### src/rtl/gmwc_pkg.sv
`timescale 1ns / 1ps
// ----------------------------------------------------------------------------
// gmwc_pkg: shared types and constants of the multiply-with-carry generator
// Configuration layout, command word, engine status and reset values.
// ----------------------------------------------------------------------------
package gmwc_pkg;

    // Order of the recurrence: lags at or beyond this depth carry no weight.
    localparam int          LAG_DEPTH  = 3;
    localparam logic [1:0]  OLDEST_IDX = 2'(LAG_DEPTH - 1);

    localparam logic [63:0] STATE_RESET     = 64'd12345;
    localparam logic [63:0] COEF_LAG3_RESET = 64'd28459776973178;

    typedef enum logic [2:0] {
        CFG_COEF_LAG1      = 3'd0,
        CFG_COEF_LAG2      = 3'd1,
        CFG_COEF_LAG3      = 3'd2,
        CFG_LEAD_MAGNITUDE = 3'd3,
        CFG_LEAD_INVERSE   = 3'd4,
        CFG_CARRY_ADDS     = 3'd5,
        CFG_OUTPUT_MODE    = 3'd6
    } t_cfg_idx;

    typedef enum logic [1:0] {
        OUT_NEWEST     = 2'd0,
        OUT_XOR_OLDEST = 2'd1,
        OUT_XOR_SECOND = 2'd2,
        OUT_FRESH      = 2'd3
    } t_out_mode;

    typedef struct packed {
        logic [63:0] coef_lag1;
        logic [63:0] coef_lag2;
        logic [63:0] coef_lag3;
        logic [63:0] lead_magnitude;
        logic [63:0] lead_inverse;
        logic        carry_adds;
        t_out_mode   output_mode;
    } t_cfg;

    typedef struct packed {
        logic        is_reseed;
        logic [63:0] seed;
    } t_cmd;

    typedef struct packed {
        logic idle;
        logic calc;
        logic at_last;
    } t_eng_stat;

endpackage

### src/rtl/gmwc_engine.sv
`timescale 1ns / 1ps
// ----------------------------------------------------------------------------
// gmwc_engine: recurrence sequencer
// Works one step of the recurrence through a single 32x32 multiplier, one
// partial product a cycle outside drain steps, into a 128-bit accumulator or
// a 64-bit fresh word, commits the lags and carry, loads the output register.
// ----------------------------------------------------------------------------
module gmwc_engine (
    input  logic               i_clk,
    input  logic               i_rst_n,
    input  gmwc_pkg::t_cfg     i_cfg,
    input  logic               i_cmd_valid,
    input  gmwc_pkg::t_cmd     i_cmd,
    output logic               o_cmd_take,
    output logic               o_valid,
    input  logic               i_stall,
    output logic [63:0]        o_word,
    output gmwc_pkg::t_eng_stat o_stat
);
    import gmwc_pkg::*;

    // Step plan: lag products 0..11, drain 12, inverse products 13..15,
    // drain 16, magnitude products 17..20, drain 21, commit 22.
    localparam logic [4:0] STEP_LAG_END = 5'd12;
    localparam logic [4:0] STEP_INV     = 5'd13;
    localparam logic [4:0] STEP_INV_END = 5'd16;
    localparam logic [4:0] STEP_MAG     = 5'd17;
    localparam logic [4:0] STEP_MAG_END = 5'd21;
    localparam logic [4:0] STEP_LAST    = 5'd22;

    typedef enum logic [1:0] {
        ST_IDLE = 2'b01,
        ST_CALC = 2'b10
    } t_eng_state;

    typedef enum logic [1:0] {
        SH_0  = 2'd0,
        SH_32 = 2'd1,
        SH_64 = 2'd2
    } t_shift;

    t_eng_state   r_state;
    t_eng_state   n_state;
    logic [4:0]   r_step;
    logic [63:0]  r_lag [0:2];
    logic [63:0]  r_carry;
    logic [127:0] r_acc;
    logic [127:0] n_acc;
    logic [63:0]  r_fresh;
    logic [63:0]  n_fresh;
    logic         r_pp_valid;
    logic [63:0]  r_prod;
    t_shift       r_shift;
    logic         r_to_fresh;
    logic         r_sub;
    logic         r_out_valid;
    logic [63:0]  r_out_word;

    // Partial product selection for the current step.
    logic         pp_valid;
    logic [63:0]  a_word;
    logic [63:0]  b_word;
    logic [1:0]   part;
    logic [1:0]   lag;
    logic [4:0]   rel;
    logic         pp_to_fresh;
    logic         pp_sub;
    t_shift       pp_shift;
    logic [31:0]  mul_a;
    logic [31:0]  mul_b;
    logic [63:0]  mul_p;
    logic [127:0] shifted;

    logic         start;
    logic         reseed;
    logic         commit;
    logic         out_free;
    logic [63:0]  result;

    always_comb begin
        pp_valid    = 1'b0;
        a_word      = i_cfg.coef_lag1;
        b_word      = r_lag[0];
        part        = r_step[1:0];
        lag         = r_step[3:2];
        rel         = 5'd0;
        pp_to_fresh = 1'b0;
        pp_sub      = 1'b0;
        if (r_state == ST_CALC) begin
            priority if (r_step < STEP_LAG_END) begin
                unique case (lag)
                    2'd0: begin
                        a_word = i_cfg.coef_lag1;
                        b_word = r_lag[0];
                    end
                    2'd1: begin
                        a_word = i_cfg.coef_lag2;
                        b_word = r_lag[1];
                    end
                    default: begin
                        a_word = i_cfg.coef_lag3;
                        b_word = r_lag[2];
                    end
                endcase
                pp_valid = (lag <= OLDEST_IDX) && (lag != 2'd3);
            end else if (r_step >= STEP_INV && r_step < STEP_INV_END) begin
                rel         = r_step - STEP_INV;
                part        = rel[1:0];
                a_word      = i_cfg.lead_inverse;
                b_word      = r_acc[63:0];
                pp_to_fresh = 1'b1;
                pp_valid    = 1'b1;
            end else if (r_step >= STEP_MAG && r_step < STEP_MAG_END) begin
                rel      = r_step - STEP_MAG;
                part     = rel[1:0];
                a_word   = i_cfg.lead_magnitude;
                b_word   = r_fresh;
                pp_sub   = !i_cfg.carry_adds;
                pp_valid = 1'b1;
            end else begin
                pp_valid = 1'b0;
            end
        end
    end

    // part 0: low x low, 1: low x high, 2: high x low, 3: high x high
    always_comb begin
        unique case (part)
            2'd0: begin
                mul_a    = a_word[31:0];
                mul_b    = b_word[31:0];
                pp_shift = SH_0;
            end
            2'd1: begin
                mul_a    = a_word[31:0];
                mul_b    = b_word[63:32];
                pp_shift = SH_32;
            end
            2'd2: begin
                mul_a    = a_word[63:32];
                mul_b    = b_word[31:0];
                pp_shift = SH_32;
            end
            default: begin
                mul_a    = a_word[63:32];
                mul_b    = b_word[63:32];
                pp_shift = SH_64;
            end
        endcase
    end

    assign mul_p = {32'b0, mul_a} * {32'b0, mul_b};

    always_comb begin
        unique case (r_shift)
            SH_0:    shifted = {64'b0, r_prod};
            SH_32:   shifted = {32'b0, r_prod, 32'b0};
            SH_64:   shifted = {r_prod, 64'b0};
            default: shifted = 128'b0;
        endcase
    end

    assign start    = (r_state == ST_IDLE) && i_cmd_valid && !i_cmd.is_reseed;
    assign reseed   = (r_state == ST_IDLE) && i_cmd_valid && i_cmd.is_reseed;
    assign out_free = !r_out_valid || !i_stall;
    assign commit   = (r_state == ST_CALC) && (r_step == STEP_LAST) && out_free;

    always_comb begin
        n_acc   = r_acc;
        n_fresh = r_fresh;
        if (start) begin
            n_acc   = {64'b0, r_carry};
            n_fresh = 64'b0;
        end else if (r_pp_valid) begin
            if (r_to_fresh) begin
                n_fresh = r_fresh + shifted[63:0];
            end else if (r_sub) begin
                n_acc = r_acc - shifted;
            end else begin
                n_acc = r_acc + shifted;
            end
        end
    end

    always_comb begin
        n_state = r_state;
        unique case (r_state)
            ST_IDLE: begin
                if (start) begin
                    n_state = ST_CALC;
                end
            end
            ST_CALC: begin
                if (commit) begin
                    n_state = ST_IDLE;
                end
            end
            default: n_state = ST_IDLE;
        endcase
    end

    always_comb begin
        unique case (i_cfg.output_mode)
            OUT_NEWEST:     result = r_lag[0];
            OUT_XOR_OLDEST: result = r_lag[0] ^ r_lag[OLDEST_IDX];
            OUT_XOR_SECOND: result = r_lag[0] ^ r_lag[1];
            OUT_FRESH:      result = r_fresh;
        endcase
    end

    always_ff @(posedge i_clk) begin
        if (!i_rst_n) begin
            r_state     <= ST_IDLE;
            r_step      <= 5'd0;
            r_pp_valid  <= 1'b0;
            r_out_valid <= 1'b0;
            r_lag[0]    <= STATE_RESET;
            r_lag[1]    <= STATE_RESET;
            r_lag[2]    <= STATE_RESET;
            r_carry     <= STATE_RESET;
        end else begin
            r_state    <= n_state;
            r_pp_valid <= pp_valid;
            if (start) begin
                r_step <= 5'd0;
            end else if (r_state == ST_CALC && r_step != STEP_LAST) begin
                r_step <= r_step + 5'd1;
            end
            if (commit) begin
                r_out_valid <= 1'b1;
            end else if (!i_stall) begin
                r_out_valid <= 1'b0;
            end
            if (reseed) begin
                r_lag[0] <= i_cmd.seed;
                r_lag[1] <= i_cmd.seed;
                r_lag[2] <= i_cmd.seed;
                r_carry  <= i_cmd.seed;
            end else if (commit) begin
                r_lag[2] <= r_lag[1];
                r_lag[1] <= r_lag[0];
                r_lag[0] <= r_fresh;
                r_carry  <= r_acc[127:64];
            end
        end
    end

    always_ff @(posedge i_clk) begin
        r_acc      <= n_acc;
        r_fresh    <= n_fresh;
        r_prod     <= mul_p;
        r_shift    <= pp_shift;
        r_to_fresh <= pp_to_fresh;
        r_sub      <= pp_sub;
        if (commit) begin
            r_out_word <= result;
        end
    end

    assign o_cmd_take     = (r_state == ST_IDLE) && i_cmd_valid;
    assign o_valid        = r_out_valid;
    assign o_word         = r_out_word;
    assign o_stat.idle    = (r_state == ST_IDLE);
    assign o_stat.calc    = (r_state == ST_CALC);
    assign o_stat.at_last = (r_state == ST_CALC) && (r_step == STEP_LAST);

endmodule
### config.mk
export PLATFORM = sky130hd
export DESIGN_NAME = gmwc_engine
export DESIGN_NICKNAME = d
export VERILOG_FILES = /design/src/rtl/gmwc_pkg.sv /design/src/rtl/gmwc_engine.sv
export SDC_FILE = /design/constraint.sdc
export NUM_CORES = 2
export LEC_CHECK = 0
export ABC_CLOCK_PERIOD_IN_PS = 13400
export BUFFER_PORTS_ARGS = -buffer_cell sky130_fd_sc_hd__buf_4
export CORE_MARGIN = 4
export CORE_UTILIZATION = 35
export DETAILED_ROUTE_END_ITERATION = 8
export PLACE_DENSITY_LB_ADDON = 0.1
export SETUP_SLACK_MARGIN = 0.3
export SLEW_MARGIN = 20
export SYNTH_ARGS = -nofsm -noshare
export SYNTH_HDL_FRONTEND = slang
export SYNTH_SLANG_ARGS = --single-unit
### constraint.sdc
create_clock -name i_clk -period 13.4 [get_ports i_clk]
set_clock_uncertainty 0.05 [all_clocks]
set_input_delay 2.68 -clock i_clk [delete_from_list [all_inputs] [get_ports i_clk]]
set_output_delay 2.68 -clock i_clk [all_outputs]
set_load 0.01 [all_outputs]
==> summary.txt <==
Area growth, synth to finish - 12.4%
Synthesized flop and latch total - 589
Clk Latency, worst-skew pair - 700 ps
Layout cell share with drive strength beyond 1 - 0.103
Critical Path AT - 13240 ps
Most frequent cell on the critical path - fa_1
Synth area leaders - fa_1 (23%), edfxtp_1 (12%), ha_1 (7.4%)
Placed cells - 12500
RD Place Congestion - 0.972
Die span in x - 481 um
Max Root-Sink Buffers - 3
Worst hold path type - reg2reg
Sequential share of the synthesized area - 0.192
Share of the synthesized area in the top cell type - 0.230
First-pass GRT wire length - 541000 um
Syn Area/Cell - 8.28 um2
GRT Total Usage - 0.323
Prevailing post-synth register cell - edfxtp_1
Critical Path Fanout Max - 10
Count of non-filler cells in the finished layout - 12700
Post-place setup slack - 243 ps
DRC viols - 0
Post-synth EDFFs - 320
Max-cap violations - 0
Site Rows - 173
Slowest stage delay, CP - 630 ps
Vias/cell - 5.78
Largest net degree at the start of global routing - 125
Yosys top cell by area - fa_1
Routed wire length - 382000 um
Placed cell area - 85500 um2
Least-Margin Pin Slew - 1300 ps
Initial Util - 0.352
Final HPWL DP - 303000 um
Post-DR wirelength/cell - 30.2 um
R2R Path Start - r_step[1]$_SDFFE_PP0P_
CTS sink cnt - 589
Number of global-route vias before repair - 72900
Slew margin rel. - 0.125
Htree depth - 3
Clock transition at path regs - 60 ps
Fill cell count - 23100
Nets - 11400
Worst Setup EP - r_prod[62]$_DFF_P_
CP Class - in2reg
Startpoint Class - input pin
Cell area after synthesis - 78300 um2
Via count - 73300
Cells after Synth - 9452
RSZ-0062 raised after global routing - no
Worst-case reg-to-reg path depth - 43
Die Y - 481 um
# port buffers - 460
Crit share post-route - 0.945
FF-to-FF setup slack - 870 ps
Post-DRT Antenna Nets - 0
Core Region - 222000 um2
Fin Setup TNS - 0 ps
Die ar. - 231000 um2
Grt ovf - 0
Initial DRC count - 7500
Finish-stage setup viols - 0
Synth Net Count - 11200
Yosys warns - 0
Fmax - 79.0 MHz
Total CTS buffers - 73
Most common cell after layout, fill and taps aside - nor2_1
Io pins - 461
Post-route setup slack - 738 ps
CTS tree - done
Worst setup EP type - flop
Post-route cell area - 88000 um2
Worst Setup SP - i_cfg[84]
Slowest cell on the critical path - mux2_2
Drt pass-1 iters - 8
Final slew viol count - 0
Status - completed
Clock root buffer - clkbuf_16
Initial antenna violation count - 42
WP data required - 13980 ps
Tmin final - 12660 ps
Most frequent cells in the layout - nor2_1 (1164), nand2_1 (1080), inv_1 (1053), fa_1 (898), a21oi_1 (750)
RR Endpoint - r_prod[62]$_DFF_P_
Synth async-reset ratio - 0
Synth cell types - 92
Final Hold Vio Count - 0
[worst min path at each step]
stage / cells past startpoint / start / end
floorplan: 2 / r_acc[101]$_SDFFE_PP0P_ / r_acc[101]$_SDFFE_PP0P_
global placement: 2 / r_acc[83]$_SDFFE_PP0P_ / r_acc[83]$_SDFFE_PP0P_
detailed placement: 2 / r_carry[44]$_SDFFE_PN0P_ / r_carry[44]$_SDFFE_PN0P_
CTS: 2 / r_acc[83]$_SDFFE_PP0P_ / r_acc[83]$_SDFFE_PP0P_
global route: 2 / r_acc[83]$_SDFFE_PP0P_ / r_acc[83]$_SDFFE_PP0P_
finish: 2 / r_acc[83]$_SDFFE_PP0P_ / r_acc[83]$_SDFFE_PP0P_
[final cells by class]
class | instances | area (um2) | share of cell area
inverter | 1066 | 4020 | 0.0457
multi-input combinational | 7171 | 57200 | 0.650
clock buffer | 109 | 2140 | 0.0243
antenna | 14 | 35.0 | 0.000398
tap | 2975 | 3720 | 0.0423
clock inverter | 23 | 302 | 0.00343
timing repair buffer | 724 | 5610 | 0.0637
sequential | 589 | 15000 | 0.171
[synth_stat cells (19+ instances only)]
cell type / n
clkbuf_1: 518
inv_1: 1056
and2_1: 96
and3_1: 34
nand4_1: 75
a22oi_1: 29
nor3_1: 86
edfxtp_1: 320
mux2i_1: 246
buf_1: 88
xnor2_1: 195
a21o_1: 161
o21ai_0: 371
o221ai_1: 227
ha_1: 463
xor2_1: 141
nor2b_1: 91
dfxtp_1: 269
nand3_1: 102
o22ai_1: 104
a31oi_1: 51
nor3b_1: 71
mux2_2: 28
a21oi_1: 752
or2_2: 39
a211oi_1: 32
o21a_1: 37
fa_1: 898
nor2_1: 1169
nand2b_1: 129
a311oi_1: 59
o21bai_1: 51
a22o_1: 71
o31ai_1: 19
nand2_1: 1084
o211ai_1: 46
[cells by family (layout without fill, tap and decap cells)]
group,count (synthesis),in the layout,synth area share
AO/OA/AOI/OAI,2128,2128,0.173
XOR/XNOR,336,336,0.0376
adder cells (fa/ha/maj),1361,1361,0.304
buffers and inverters,1692,1922,0.0818
flip-flops,589,589,0.192
multiplexers,287,287,0.0392
other,0,14,0
AND/OR/NAND/NOR,3059,3059,0.173
[metal layers]
layer	vias up	track usage	wire length [um]	part of all wire
li1	32200	-	-	-
met1	37300	0.434	161000	0.42
met2	3202	0.508	171000	0.45
met3	540	0.0618	30800	0.081
met4	10	0.136	19100	0.050
met5	-	0	71	0.00019
[flip-flops by register name, indices dropped and copies added (netlist names)]
signal      flops
r_lag         192
r_carry        64
r_shift         2
o_valid         1
r_to_fresh      1
r_prod         64
r_state         2
r_pp_valid      1
o_word         64
r_acc         128
r_fresh        64
r_step          5
r_sub           1
[critical path, delay by kind of cell]
family	cells	cell delay, ps
adders and majority gates	9	4330
AOI/OAI and AO/OA	14	4200
buffers and inverters	7	720
muxes	1	630
and+or+nand+nor	5	490
xor gates and xnor gates	1	140
[what timing repair did]
item	in CTS	in global routing
hold buffers	0	0
resized for setup	0	3
endpoints found under the hold margin	0	0
setup buffers	0	6
endpoints found under the setup margin	0	7
[through the flow]
stage                     hold slack (ps)   util
after floorplan                       399      -
after global placement                413  0.384
after detailed placement              420  0.384
after CTS                             432  0.395
after global routing                  442  0.396
final                                 430  0.396
Power is not shown: default switching activity piles up to over one toggle a cycle in this logic, so the estimate is an artifact.
