[src/rtl/gmwc_pkg.sv]
`timescale 1ns / 1ps
// ----------------------------------------------------------------------------
// gmwc_pkg: shared types and constants of the multiply-with-carry generator
// Configuration layout, command word, engine status and reset values.
// ----------------------------------------------------------------------------
package gmwc_pkg;

    // Order of the recurrence: lags at or beyond this depth carry no weight.
    localparam int          LAG_DEPTH  = 3;
    localparam logic [1:0]  OLDEST_IDX = 2'(LAG_DEPTH - 1);

    localparam logic [63:0] STATE_RESET     = 64'd12345;
    localparam logic [63:0] COEF_LAG3_RESET = 64'd28459776973178;

    typedef enum logic [2:0] {
        CFG_COEF_LAG1      = 3'd0,
        CFG_COEF_LAG2      = 3'd1,
        CFG_COEF_LAG3      = 3'd2,
        CFG_LEAD_MAGNITUDE = 3'd3,
        CFG_LEAD_INVERSE   = 3'd4,
        CFG_CARRY_ADDS     = 3'd5,
        CFG_OUTPUT_MODE    = 3'd6
    } t_cfg_idx;

    typedef enum logic [1:0] {
        OUT_NEWEST     = 2'd0,
        OUT_XOR_OLDEST = 2'd1,
        OUT_XOR_SECOND = 2'd2,
        OUT_FRESH      = 2'd3
    } t_out_mode;

    typedef struct packed {
        logic [63:0] coef_lag1;
        logic [63:0] coef_lag2;
        logic [63:0] coef_lag3;
        logic [63:0] lead_magnitude;
        logic [63:0] lead_inverse;
        logic        carry_adds;
        t_out_mode   output_mode;
    } t_cfg;

    typedef struct packed {
        logic        is_reseed;
        logic [63:0] seed;
    } t_cmd;

    typedef struct packed {
        logic idle;
        logic calc;
        logic at_last;
    } t_eng_stat;

endpackage

[src/rtl/gmwc_front.sv]
`timescale 1ns / 1ps
// ----------------------------------------------------------------------------
// gmwc_front: input word queue
// Accepts input words, tags them as reseed or generate, and holds up to two
// of them for the engine.
// ----------------------------------------------------------------------------
module gmwc_front (
    input  logic          i_clk,
    input  logic          i_rst_n,
    input  logic          i_valid,
    input  logic          i_op,
    input  logic [63:0]   i_seed_value,
    output logic          o_stall,
    output logic          o_valid,
    output gmwc_pkg::t_cmd o_cmd,
    input  logic          i_take
);
    import gmwc_pkg::*;

    localparam logic [1:0] Q_DEPTH = 2'd2;

    t_cmd       r_mem [0:1];
    logic       r_wr_ptr;
    logic       r_rd_ptr;
    logic [1:0] r_count;
    logic [1:0] n_count;
    logic       push;
    logic       pop;
    t_cmd       in_cmd;

    assign o_stall = (r_count == Q_DEPTH);
    assign o_valid = (r_count != 2'd0);
    assign o_cmd   = r_mem[r_rd_ptr];

    assign push = i_valid && !o_stall;
    assign pop  = i_take && o_valid;

    assign in_cmd.is_reseed = i_op;
    assign in_cmd.seed      = i_seed_value;

    always_comb begin
        unique case ({push, pop})
            2'b10:   n_count = r_count + 2'd1;
            2'b01:   n_count = r_count - 2'd1;
            default: n_count = r_count;
        endcase
    end

    always_ff @(posedge i_clk) begin
        if (!i_rst_n) begin
            r_wr_ptr <= 1'b0;
            r_rd_ptr <= 1'b0;
            r_count  <= 2'd0;
        end else begin
            r_count <= n_count;
            if (push) begin
                r_wr_ptr <= ~r_wr_ptr;
            end
            if (pop) begin
                r_rd_ptr <= ~r_rd_ptr;
            end
        end
    end

    always_ff @(posedge i_clk) begin
        if (push) begin
            r_mem[r_wr_ptr] <= in_cmd;
        end
    end

endmodule

[config.mk]
export PLATFORM = sky130hd
export DESIGN_NAME = gmwc_front
export DESIGN_NICKNAME = d
export VERILOG_FILES = /design/src/rtl/gmwc_pkg.sv /design/src/rtl/gmwc_front.sv
export SDC_FILE = /design/constraint.sdc
export NUM_CORES = 1
export LEC_CHECK = 0
export BUFFER_PORTS_ARGS = -buffer_cell sky130_fd_sc_hd__buf_2
export CAP_MARGIN = 25
export CORE_MARGIN = 8
export CORE_UTILIZATION = 52
export CTS_CLUSTER_SIZE = 12
export DETAILED_ROUTE_END_ITERATION = 12
export MAX_ROUTING_LAYER = met4
export PLACE_DENSITY = 0.8
export SLEW_MARGIN = 20
export SYNTH_ARGS = -nofsm -noshare
export SYNTH_HDL_FRONTEND = slang
export SYNTH_SLANG_ARGS = --single-unit
[constraint.sdc]
create_clock -name i_clk -period 3.2 [get_ports i_clk]
set_clock_uncertainty 0.2 [all_clocks]
set_input_delay 0.48 -clock i_clk [delete_from_list [all_inputs] [get_ports i_clk]]
set_output_delay 0.48 -clock i_clk [all_outputs]
set_load 0.005 [all_outputs]
==> implementation parameters, run 1 <==
Parameter                              Value

Outcome
  Status ... complete, no violations

Detailed routing
  Detailed-routing iteration count for the pre-antenna-repair pass ... 4
  Aggregate routed wire length ... 10.4 mm
  Final routed wire length divided by cell count ... 18.2 um
  Drt via density ... 4.98
  Routed vias ... 2833
  Number of design rule violations left after detail routing ... 0
  Remaining antenna violation count ... 0
  First DRT Iteration DRCs ... 201

Timing
  Count of final setup violators ... 0
  TNS Setup ... 0 ps
  Worst slew pin tran ... 641 ps
  Worst rel slew slack ... 57.2%
  Count of pins over their slew limit ... 0
  Period Utilization, post-route ... 79.7%
  Timing-limited maximum frequency ... 392 MHz
  RSZ-0062 raised after global routing ... false
  Final Hold Viols ... 0
  Clock period minus final worst setup slack ... 2550 ps

Finish
  Layout fillers ... 531
  Layout-stage area growth over the synthesis result ... 42.7%
  Diodes inserted ... 0
  FF+latch area ... 0.00401 mm2
  # nets final ... 515
  Footprint of the multi-input gates ... 861 um2
  Proportion of layout cells with a drive suffix above 1 ... 52.4%

Worst setup path
  Critical Path RT ... 2520 ps
  Critical-path maximum fanout ... 42
  Worst-case register-to-register setup slack ... 1110 ps
  Register-to-Register Path Depth ... 5
  Setup crit end kind ... primary output
  Element type at the critical path start ... flip-flop
  Critical Path AT ... 1870 ps
  Type of the worst setup path ... reg -> out

Flow run
  Reported max-cap violation count ... 0

Yosys
  Average size of a mapped cell ... 21.5 um2
  Yosys warns ... 0
  Flop and latch count out of synthesis ... 135
  Unique cell type count in the Yosys netlist ... 18
  Sequential-to-total area share from yosys stat ... 81.5%
  Dominant cell type by area after synthesis ... edfxtp_1
  Synth Instances ... 228
  Area share of the largest cell type after synthesis ... 79.5%
  Number of flops mapped to enable cells by yosys ... 130
  Share of async-settable or async-resettable flops after synthesis ... 0%
  Flip-flop cell with the highest count after synthesis ... edfxtp_1
  Count leader, synth ... edfxtp_1
  Synthesized netlist net count ... 298
  Synthesized cell area ... 0.00491 mm2
  Largest cells by area after synthesis ... edfxtp_1 80%, mux2_2 15%, dfxtp_1 2.0%
  Most frequent cells after synthesis ... 130 x edfxtp_1, 65 x mux2_2, 7 x buf_2

Clock network
  Clock-pin slew on the worst setup and hold paths ... 60 ps
  Root cell of the clock tree ... clkbuf_8
  Number of CTS-inserted buffers ... 17
  Maximum clock insertion buffer count ... 2
  CTS H-tree depth ... 4
  Cells resized by post-CTS repair ... 0
  Source-to-sink clock delay at the later pin of the worst-skew pair ... 500 ps
  Clock tree from TritonCTS ... yes
  Sink count of the clock tree ... 135

Pwr
  Static leakage ... 2.69 nW
  Total power after layout ... 5.50 mW
  Power per standard cell area ... 785 mW/mm2
  Max rail drop VDD ... 509 uV

Die
  Width of the die ... 113 um
  Count of standard-cell rows ... 35
  Initial standard-cell utilization of the core ... 53.4%
  Total I/O pin count ... 136
  Vertical extent of the die ... 113 um
  Core area ... 0.00920 mm2
  Die Outline Area ... 0.0128 mm2

Global routing
  Antenna violations before repair ... 0
  Vias in the first global route ... 3212
  Grt ovf ... 0
  Overall fraction of global-route tracks in use ... 17.2%
  Pin count of the biggest net entering global routing ... 43
  Global-route wire length before repair ... 16.2 mm

Hold path
  Class of the tightest hold or removal check ... in -> reg
  Worst Hold Path Cells ... 2

Placement
  Routability congestion estimate ... 0.720
  DPL Wire Length ... 6.45 mm
  Number of buffers added on ports ... 135
[final timing paths]
| kind | end | start |
|---|---|---|
| worst max-delay path | o_cmd[11] | flip-flop |
| worst min-delay path | r_rd_ptr | i_rst_n |
| worst max register to register | r_mem[0][61] | r_count[0] |
| worst min register to register | r_wr_ptr | r_wr_ptr |
[cells in the final DEF, fill, tap and decap left out, drive strengths merged]
master	netlist	final
clkbuf	0	20
mux2	65	65
buf	7	140
xnor2	3	3
nor2b	2	2
nand2	1	1
o21ai	2	2
dlygate4sd3	0	65
a21boi	2	2
and2	1	1
clkinvlp	0	1
inv	3	3
bufinv	0	4
or2	1	1
o21a	1	1
nand2b	1	1
ha	1	1
dfxtp	5	5
and3	1	1
edfxtp	130	130
clkinv	0	7
or3	2	2
[logic make-up after synthesis]
family	synth area share, %
mux	14.9
compound gates	0.663
buf+inv	0.943
xor+xnor	0.535
simple gates	1.15
fa+ha+maj	0.255
flops	81.5
[stage by stage]
step | utilization, % | worst slack [ps] | instance area, um2 | cells | hold slack [ps]
3_3_place_gp | 62.6 | 1060 | 5750 | 472 | 267
2_1_floorplan | - | 407 | 4910 | 228 | 257
5_1_grt | 76.2 | 569 | 7010 | 569 | 30.2
6_report | 76.2 | 651 | 7010 | 569 | 32.9
4_1_cts | 76.2 | 632 | 7010 | 569 | 18.7
3_5_place_dp | 62.6 | 1050 | 5750 | 472 | 288
[area by class of cell]
class	count	share of cell area, %
clock buffers	20	6.07
multi-input cells	83	12.3
clock inverters	12	2.54
flip-flops and latches	135	57.2
inverters	3	0.161
repair buffers	205	19.8
well taps	111	1.98
[where the power goes]
part,leakage [nW],switching [mW],total (mW),internal (mW)
clock network,0.293,0.684,1.95,1.26
logic,1.14,0.592,1.25,0.659
registers,1.26,0.0688,2.30,2.23
total,2.69,1.34,5.50,4.16
[per-layer routing]
layer  global-route usage, %  vias to the layer above  share of wire (%)
met5                       -                        -                  0
met4                    6.31                        0                1.3
met3                    5.70                       13                7.3
met2                    29.1                      114                 53
met1                    18.6                     1370                 39
li1                        -                     1336                  -
[registers in the layout, indices dropped and copies added (netlist names), named ones only]
| name | flops |
|---|---|
| r_count | 2 |
| r_rd_ptr | 1 |
| r_mem | 130 |
| r_wr_ptr | 1 |
[critical path, cell delays in order (launching register included)]
cell,delay [ps]
dfxtp_2,320
buf_4,460
mux2_2,410
buf_2,140
[repair_timing]
action / CTS / global route
hold buffers: 65 / 0
endpoints found under the hold margin: 130 / 0
buffers inserted: 0 / 0
Power figures use the tool's default switching activity.
==> run 2, diff against run 1 <==
Settings changed: ABC_AREA from default to 1, CORE_UTILIZATION 52 to 47, PLACE_DENSITY 0.8 to 0.76.
Clock period 3.2 ns to 2.1 ns, I/O delays scaled along.
==> run 2 against run 1 <==
Net effect: the run now ends with setup timing left; critical path depth increased by 1; count of clock-buffer cells in the layout down 3; area after synthesis increased by 4.7%; first-iteration DRC count shrank 8.0%; routed wire length grew 17%; die area rose by 13%; synthesized cell count increased by 5.3%; via count is 6.0% higher; clock power grew 46%; largest cell class unchanged.
==> implementation parameters, run 2 <==
Parameter                              Value

Outcome
  Status ... finished with violations
  Failing checks ... setup timing

Worst setup path
  Element type at the critical path start ... flip-flop
  Critical Path RT ... 1580 ps
  Setup crit end kind ... primary output
  Critical Path AT ... 1660 ps
  Type of the worst setup path ... reg -> out
  Critical-path maximum fanout ... 5

Yosys
  Average size of a mapped cell ... 21.4 um2
  Area share of the largest cell type after synthesis ... 76.0%
  Synth Instances ... 240
  Yosys warns ... 0
  Share of async-settable or async-resettable flops after synthesis ... 0%
  Flip-flop cell with the highest count after synthesis ... edfxtp_1
  Synthesized netlist net count ... 310
  Sequential-to-total area share from yosys stat ... 77.9%
  Largest cells by area after synthesis ... edfxtp_1 76%, mux2_4 15%, mux2_2 3.3%
  Number of flops mapped to enable cells by yosys ... 130
  Dominant cell type by area after synthesis ... edfxtp_1
  Count leader, synth ... edfxtp_1
  Flop and latch count out of synthesis ... 135
  Most frequent cells after synthesis ... 130 x edfxtp_1, 50 x mux2_4, 15 x mux2_2
  Synthesized cell area ... 0.00514 mm2
  Unique cell type count in the Yosys netlist ... 15

Die
  Count of standard-cell rows ... 38
  Initial standard-cell utilization of the core ... 47.8%
  Core area ... 0.0107 mm2
  Width of the die ... 121 um
  Die Outline Area ... 0.0145 mm2
  Total I/O pin count ... 136
  Vertical extent of the die ... 121 um

Timing
  Final Hold Viols ... 0
  Period Utilization, post-route ... 103%
  Count of pins over their slew limit ... 0
  Clock period minus final worst setup slack ... 2170 ps
  RSZ-0062 raised after global routing ... true
  Minimum setup slack in the final design ... -70.2 ps
  Count of final setup violators ... 54
  Final hold slack ... 309 ps
  Worst slew pin tran ... 315 ps
  Timing-limited maximum frequency ... 461 MHz
  Worst rel slew slack ... 79.0%

Clock network
  Root cell of the clock tree ... clkbuf_8
  Clock-pin slew on the worst setup and hold paths ... 60 ps
  Sink count of the clock tree ... 135
  Maximum clock insertion buffer count ... 2
  CTS H-tree depth ... 4
  Clock tree from TritonCTS ... yes
  Number of CTS-inserted buffers ... 17
  Source-to-sink clock delay at the later pin of the worst-skew pair ... 510 ps

Detailed routing
  First DRT Iteration DRCs ... 185
  Detailed-routing iteration count for the pre-antenna-repair pass ... 5
  Aggregate routed wire length ... 12.1 mm
  Routed vias ... 3004
  Final routed wire length divided by cell count ... 19.4 um
  Drt via density ... 4.79
  Remaining antenna violation count ... 0
  Number of design rule violations left after detail routing ... 0

Hold path
  Class of the tightest hold or removal check ... reg -> reg

Placement
  Routability congestion estimate ... 0.716
  Setup WS pre-CTS ... 414 ps
  DPL Wire Length ... 6.52 mm
  Number of buffers added on ports ... 135
  Placed Instances ... 514

Finish
  Layout-stage area growth over the synthesis result ... 55.5%
  # nets final ... 544
  Proportion of layout cells with a drive suffix above 1 ... 53.0%
  Most common cell after layout, fill and taps aside ... edfxtp_1
  Layout fillers ... 618
  Register with the most flip-flops ... r_mem
  Diodes inserted ... 0
  Top library cells by usage in the layout, fill and taps aside ... 130 x edfxtp_1, 80 x buf_2, 68 x dlygate4sd3_1
  Biggest regs ... r_mem x130, r_count x2
  Final std cells w/o fill ... 627
  Footprint of the multi-input gates ... 0.00111 mm2
  FF+latch area ... 0.00401 mm2
  Max FFs per register ... 130

Global routing
  Antenna violations before repair ... 0
  Pin count of the biggest net entering global routing ... 43
  Grt ovf ... 0
  Vias in the first global route ... 3407
  Overall fraction of global-route tracks in use ... 17.4%
  Global-route wire length before repair ... 18.5 mm

Pwr
  Net switching share of the total power ... 23.6%
  Static leakage ... 3.19 nW
  Total power after layout ... 8.40 mW
  Power per standard cell area ... 1050 mW/mm2
  Max rail drop VDD ... 623 uV
  Clock share of power ... 33.8%
  Cell internal pwr ... 6.42 mW
  Power share of the sequential group ... 40.6%
  NetSw ... 1.98 mW
  Power share of the combinational group ... 25.6%

Flow run
  Reported max-cap violation count ... 0
==> run 2: layout make-up <==
type,count,area share [%]
Tap cell,140,2.19
Sequential cell,135,50.2
Timing Repair Buffer,222,26.2
Multi-Input combinational cell,91,13.8
Clock buffer,17,5.18
Inverter,7,0.376
Clock inverter,15,2.02
==> run 2: per-stage QoR <==
step | setup TNS, ps | area (um2) | util [%]
after global placement | 0 | 6050 | 56.3
after detailed placement | 0 | 6050 | 56.3
after floorplan | -9210 | 5170 | -
after CTS | -4540 | 7830 | 72.9
after global routing | -7060 | 7990 | 74.3
final | -2410 | 7990 | 74.3
==> run 2: worst paths after layout <==
path / startpoint / end / slack, ps / depth (start not counted)
min: r_rd_ptr / r_rd_ptr / 310 / 2
max: flip-flop / o_cmd[21] / -70 / 4
min reg2reg: r_rd_ptr / r_rd_ptr / 310 / 2
max reg2reg: r_count[1] / r_mem[0][34] / 430 / 6
==> run 2: cells by family after synthesis <==
family	count (synthesis)	synth area share, %
fa+ha+maj	1	0.243
simple gates	22	1.68
mux	65	17.9
compound gates	3	0.341
buf+inv	14	1.92
flops	135	77.9
==> run 2: power by group through the flow <==
| stage | Sequential, mW | Combinational, mW | Clock (mW) |
|---|---|---|---|
| 2_1_floorplan | 3.42 | 0.880 | 0 |
| 3_3_place_gp | 3.43 | 1.37 | 0 |
| 3_5_place_dp | 3.45 | 1.39 | 0 |
| 4_1_cts | 3.40 | 2.00 | 2.89 |
| 5_1_grt | 3.43 | 2.28 | 3.03 |
| 6_report | 3.41 | 2.15 | 2.84 |
==> run 2: what timing repair did <==
action	in CTS	in global routing
buffers inserted	4	1
resized for setup	61	14
hold buffers	68	0
gates cloned	5	4
hold endpoints to repair	135	0
endpoints found under the setup margin	56	65
==> run 2: routing by layer <==
| metal | global-route usage, % | part of all wire [%] |
|---|---|---|
| met4 | 6.40 | 0.98 |
| met3 | 4.99 | 5.0 |
| met5 | - | 0 |
| met1 | 18.1 | 38 |
| met2 | 30.8 | 56 |
==> run 2: critical path, stage by stage, from the launching register on <==
cell and delay, ps:
dfxtp_4 410, buf_12 150, clkbuf_16 160, mux2_4 300, buf_6 120
==> run 3, diff against run 2 <==
Settings changed: CORE_UTILIZATION 47 to 45, GPL_ROUTABILITY_DRIVEN from default to 0, PLACE_DENSITY 0.76 to 0.74.
Clock period 2.1 ns to 1.9 ns, I/O delays scaled along.
==> run 3 against run 2 <==
Net effect: the flow still finishes with violations (setup timing); routed wire length shrank 13%; first-iteration DRC count shrank 24%; critical path type unchanged; non-clock buffer count shrank 8; hold slack lost 230 ps; critical endpoint is now o_cmd[60]; largest power group unchanged.
==> implementation parameters, run 3 (synthesis gave the netlist of run 2 again) <==
Parameter                              Value

Detailed routing
  Number of design rule violations left after detail routing ... 0
  First DRT Iteration DRCs ... 140
  Aggregate routed wire length ... 10.5 mm
  Final routed wire length divided by cell count ... 16.9 um
  Remaining antenna violation count ... 0
  Drt via density ... 4.66
  Routed vias ... 2901
  Detailed-routing iteration count for the pre-antenna-repair pass ... 6

Timing
  Worst rel slew slack ... 81.7%
  Period Utilization, post-route ... 106%
  Worst slew pin tran ... 273 ps
  Timing-limited maximum frequency ... 497 MHz
  Count of pins over their slew limit ... 0
  Final Hold Viols ... 0
  Clock period minus final worst setup slack ... 2010 ps
  Final hold slack ... 76.8 ps
  RSZ-0062 raised after global routing ... true
  Minimum setup slack in the final design ... -113 ps
  Count of final setup violators ... 65

Worst setup path
  Setup crit end kind ... primary output
  Delay of the slowest cell on the worst path ... 380 ps
  Element type at the critical path start ... flip-flop
  Type of the worst setup path ... reg -> out
  CP max stage cell ... mux2_2
  Cell-by-cell trace of the critical path ... buf_12 -> mux2_2 -> buf_2
  Critical Path AT ... 1530 ps
  Register-to-Register Path Depth ... 6
  Critical Path RT ... 1410 ps
  Critical-path maximum fanout ... 32

Die
  Vertical extent of the die ... 123 um
  Count of standard-cell rows ... 39
  Core area ... 0.0113 mm2
  Total I/O pin count ... 136
  Initial standard-cell utilization of the core ... 45.6%
  Die Outline Area ... 0.0151 mm2
  Width of the die ... 123 um

Pwr
  Power share of the combinational group ... 21.4%
  NetSw ... 2.03 mW
  Net switching share of the total power ... 22.2%
  Max rail drop VDD ... 661 uV
  Cell internal pwr ... 7.12 mW
  Power per standard cell area ... 1190 mW/mm2
  Static leakage ... 3.05 nW
  Power share of the sequential group ... 40.9%
  Clock share of power ... 37.7%
  Total power after layout ... 9.15 mW

Finish
  Biggest regs ... r_mem x130, r_count x2
  Most common cell after layout, fill and taps aside ... edfxtp_1
  Max FFs per register ... 130
  Proportion of layout cells with a drive suffix above 1 ... 52.4%
  # nets final ... 536
  Post-layout utilization of the core ... 68.1%
  Register with the most flip-flops ... r_mem
  Diodes inserted ... 0
  Layout-stage area growth over the synthesis result ... 49.4%
  Top library cells by usage in the layout, fill and taps aside ... 130 x edfxtp_1, 106 x buf_2, 67 x dlygate4sd3_1

Global routing
  Overall fraction of global-route tracks in use ... 14.2%
  Global-route wire length before repair ... 15.6 mm
  Pin count of the biggest net entering global routing ... 34
  Grt ovf ... 0
  Vias in the first global route ... 3192
  Antenna violations before repair ... 0

Placement
  Number of buffers added on ports ... 135
  DPL Wire Length ... 6.40 mm

Clock network
  Root cell of the clock tree ... clkbuf_16
  Source-to-sink clock delay at the later pin of the worst-skew pair ... 400 ps
  Number of CTS-inserted buffers ... 17
  Sink count of the clock tree ... 135
  CTS H-tree depth ... 4
  Clock tree from TritonCTS ... yes
  Maximum clock insertion buffer count ... 2
  Clock-pin slew on the worst setup and hold paths ... 60 ps

Outcome
  Status ... finished with violations
  Failing checks ... setup timing

Hold path
  Class of the tightest hold or removal check ... in -> reg
  Worst Hold Path Cells ... 5

Flow run
  Reported max-cap violation count ... 0
run 3: cell count changes in the layout (fill, tap and decap cells not counted), sizes merged:
cell / previous run / this run
clkinv: 9 / 8
clkinvlp: 4 / 3
buf: 150 / 145
bufinv: 3 / 5
dlygate4sd3: 68 / 67
clkbuf: 21 / 19
run 3: worst max-delay path: cells and delay by family, from the launching register on:
kind / cells / cell delay (ps)
buffers and inverters: 2 / 360
DFF: 1 / 370
muxes: 1 / 380
run 3: path summary, 6_finish.rpt:
| kind | start | to | slack [ps] |
|---|---|---|---|
| worst max-delay path | flip-flop | o_cmd[60] | -110 |
| worst max register to register | r_count[1] | r_mem[1][40] | 230 |
| worst min register to register | r_rd_ptr | r_rd_ptr | 290 |
| worst min-delay path | i_valid | r_wr_ptr | 80 |
run 3: layout make-up:
cell class,count,area [um2]
Clock buffer,17,425
Clock inverter,15,209
Inverter,7,30.0
Tap cell,143,179
Fill cell,751,3590
Multi-Input combinational cell,91,1060
Sequential cell,135,4010
Timing Repair Buffer,214,1760
run 3: repair_timing:
action                                  CTS  global route
endpoints found under the setup margin   65            65
buffers inserted                          0             2
endpoints found under the hold margin   135             0
gates cloned                              0             3
hold buffers                             67             0
gates resized for setup                  29             4
run 3: metal layers:
layer | vias up | track usage, % | part of all wire [%]
met5 | - | - | 0
met4 | 0 | 5.41 | 1.2
met2 | 89 | 24.0 | 52
met3 | 12 | 5.20 | 6.3
li1 | 1385 | - | -
met1 | 1415 | 14.9 | 40
run 3: power by group through the flow:
stage | Clock (mW) | Sequential [mW] | Combinational, mW
after floorplan | 0 | 3.78 | 0.973
after global placement | 0 | 3.78 | 1.54
after detailed placement | 0 | 3.80 | 1.57
after CTS | 3.53 | 3.75 | 1.86
after global routing | 3.67 | 3.77 | 2.10
final | 3.45 | 3.74 | 1.96
run 3: per-stage QoR:
stage          worst slack [ps]  std cells  cell area, um2  TNS (ps)
2_1_floorplan              -296        240            5170    -35210
5_1_grt                    -177        622            7680     -8490
6_report                   -113        622            7680     -4670
3_3_place_gp                277        518            6080         0
3_5_place_dp                221        518            6080         0
4_1_cts                    -163        617            7570     -7040
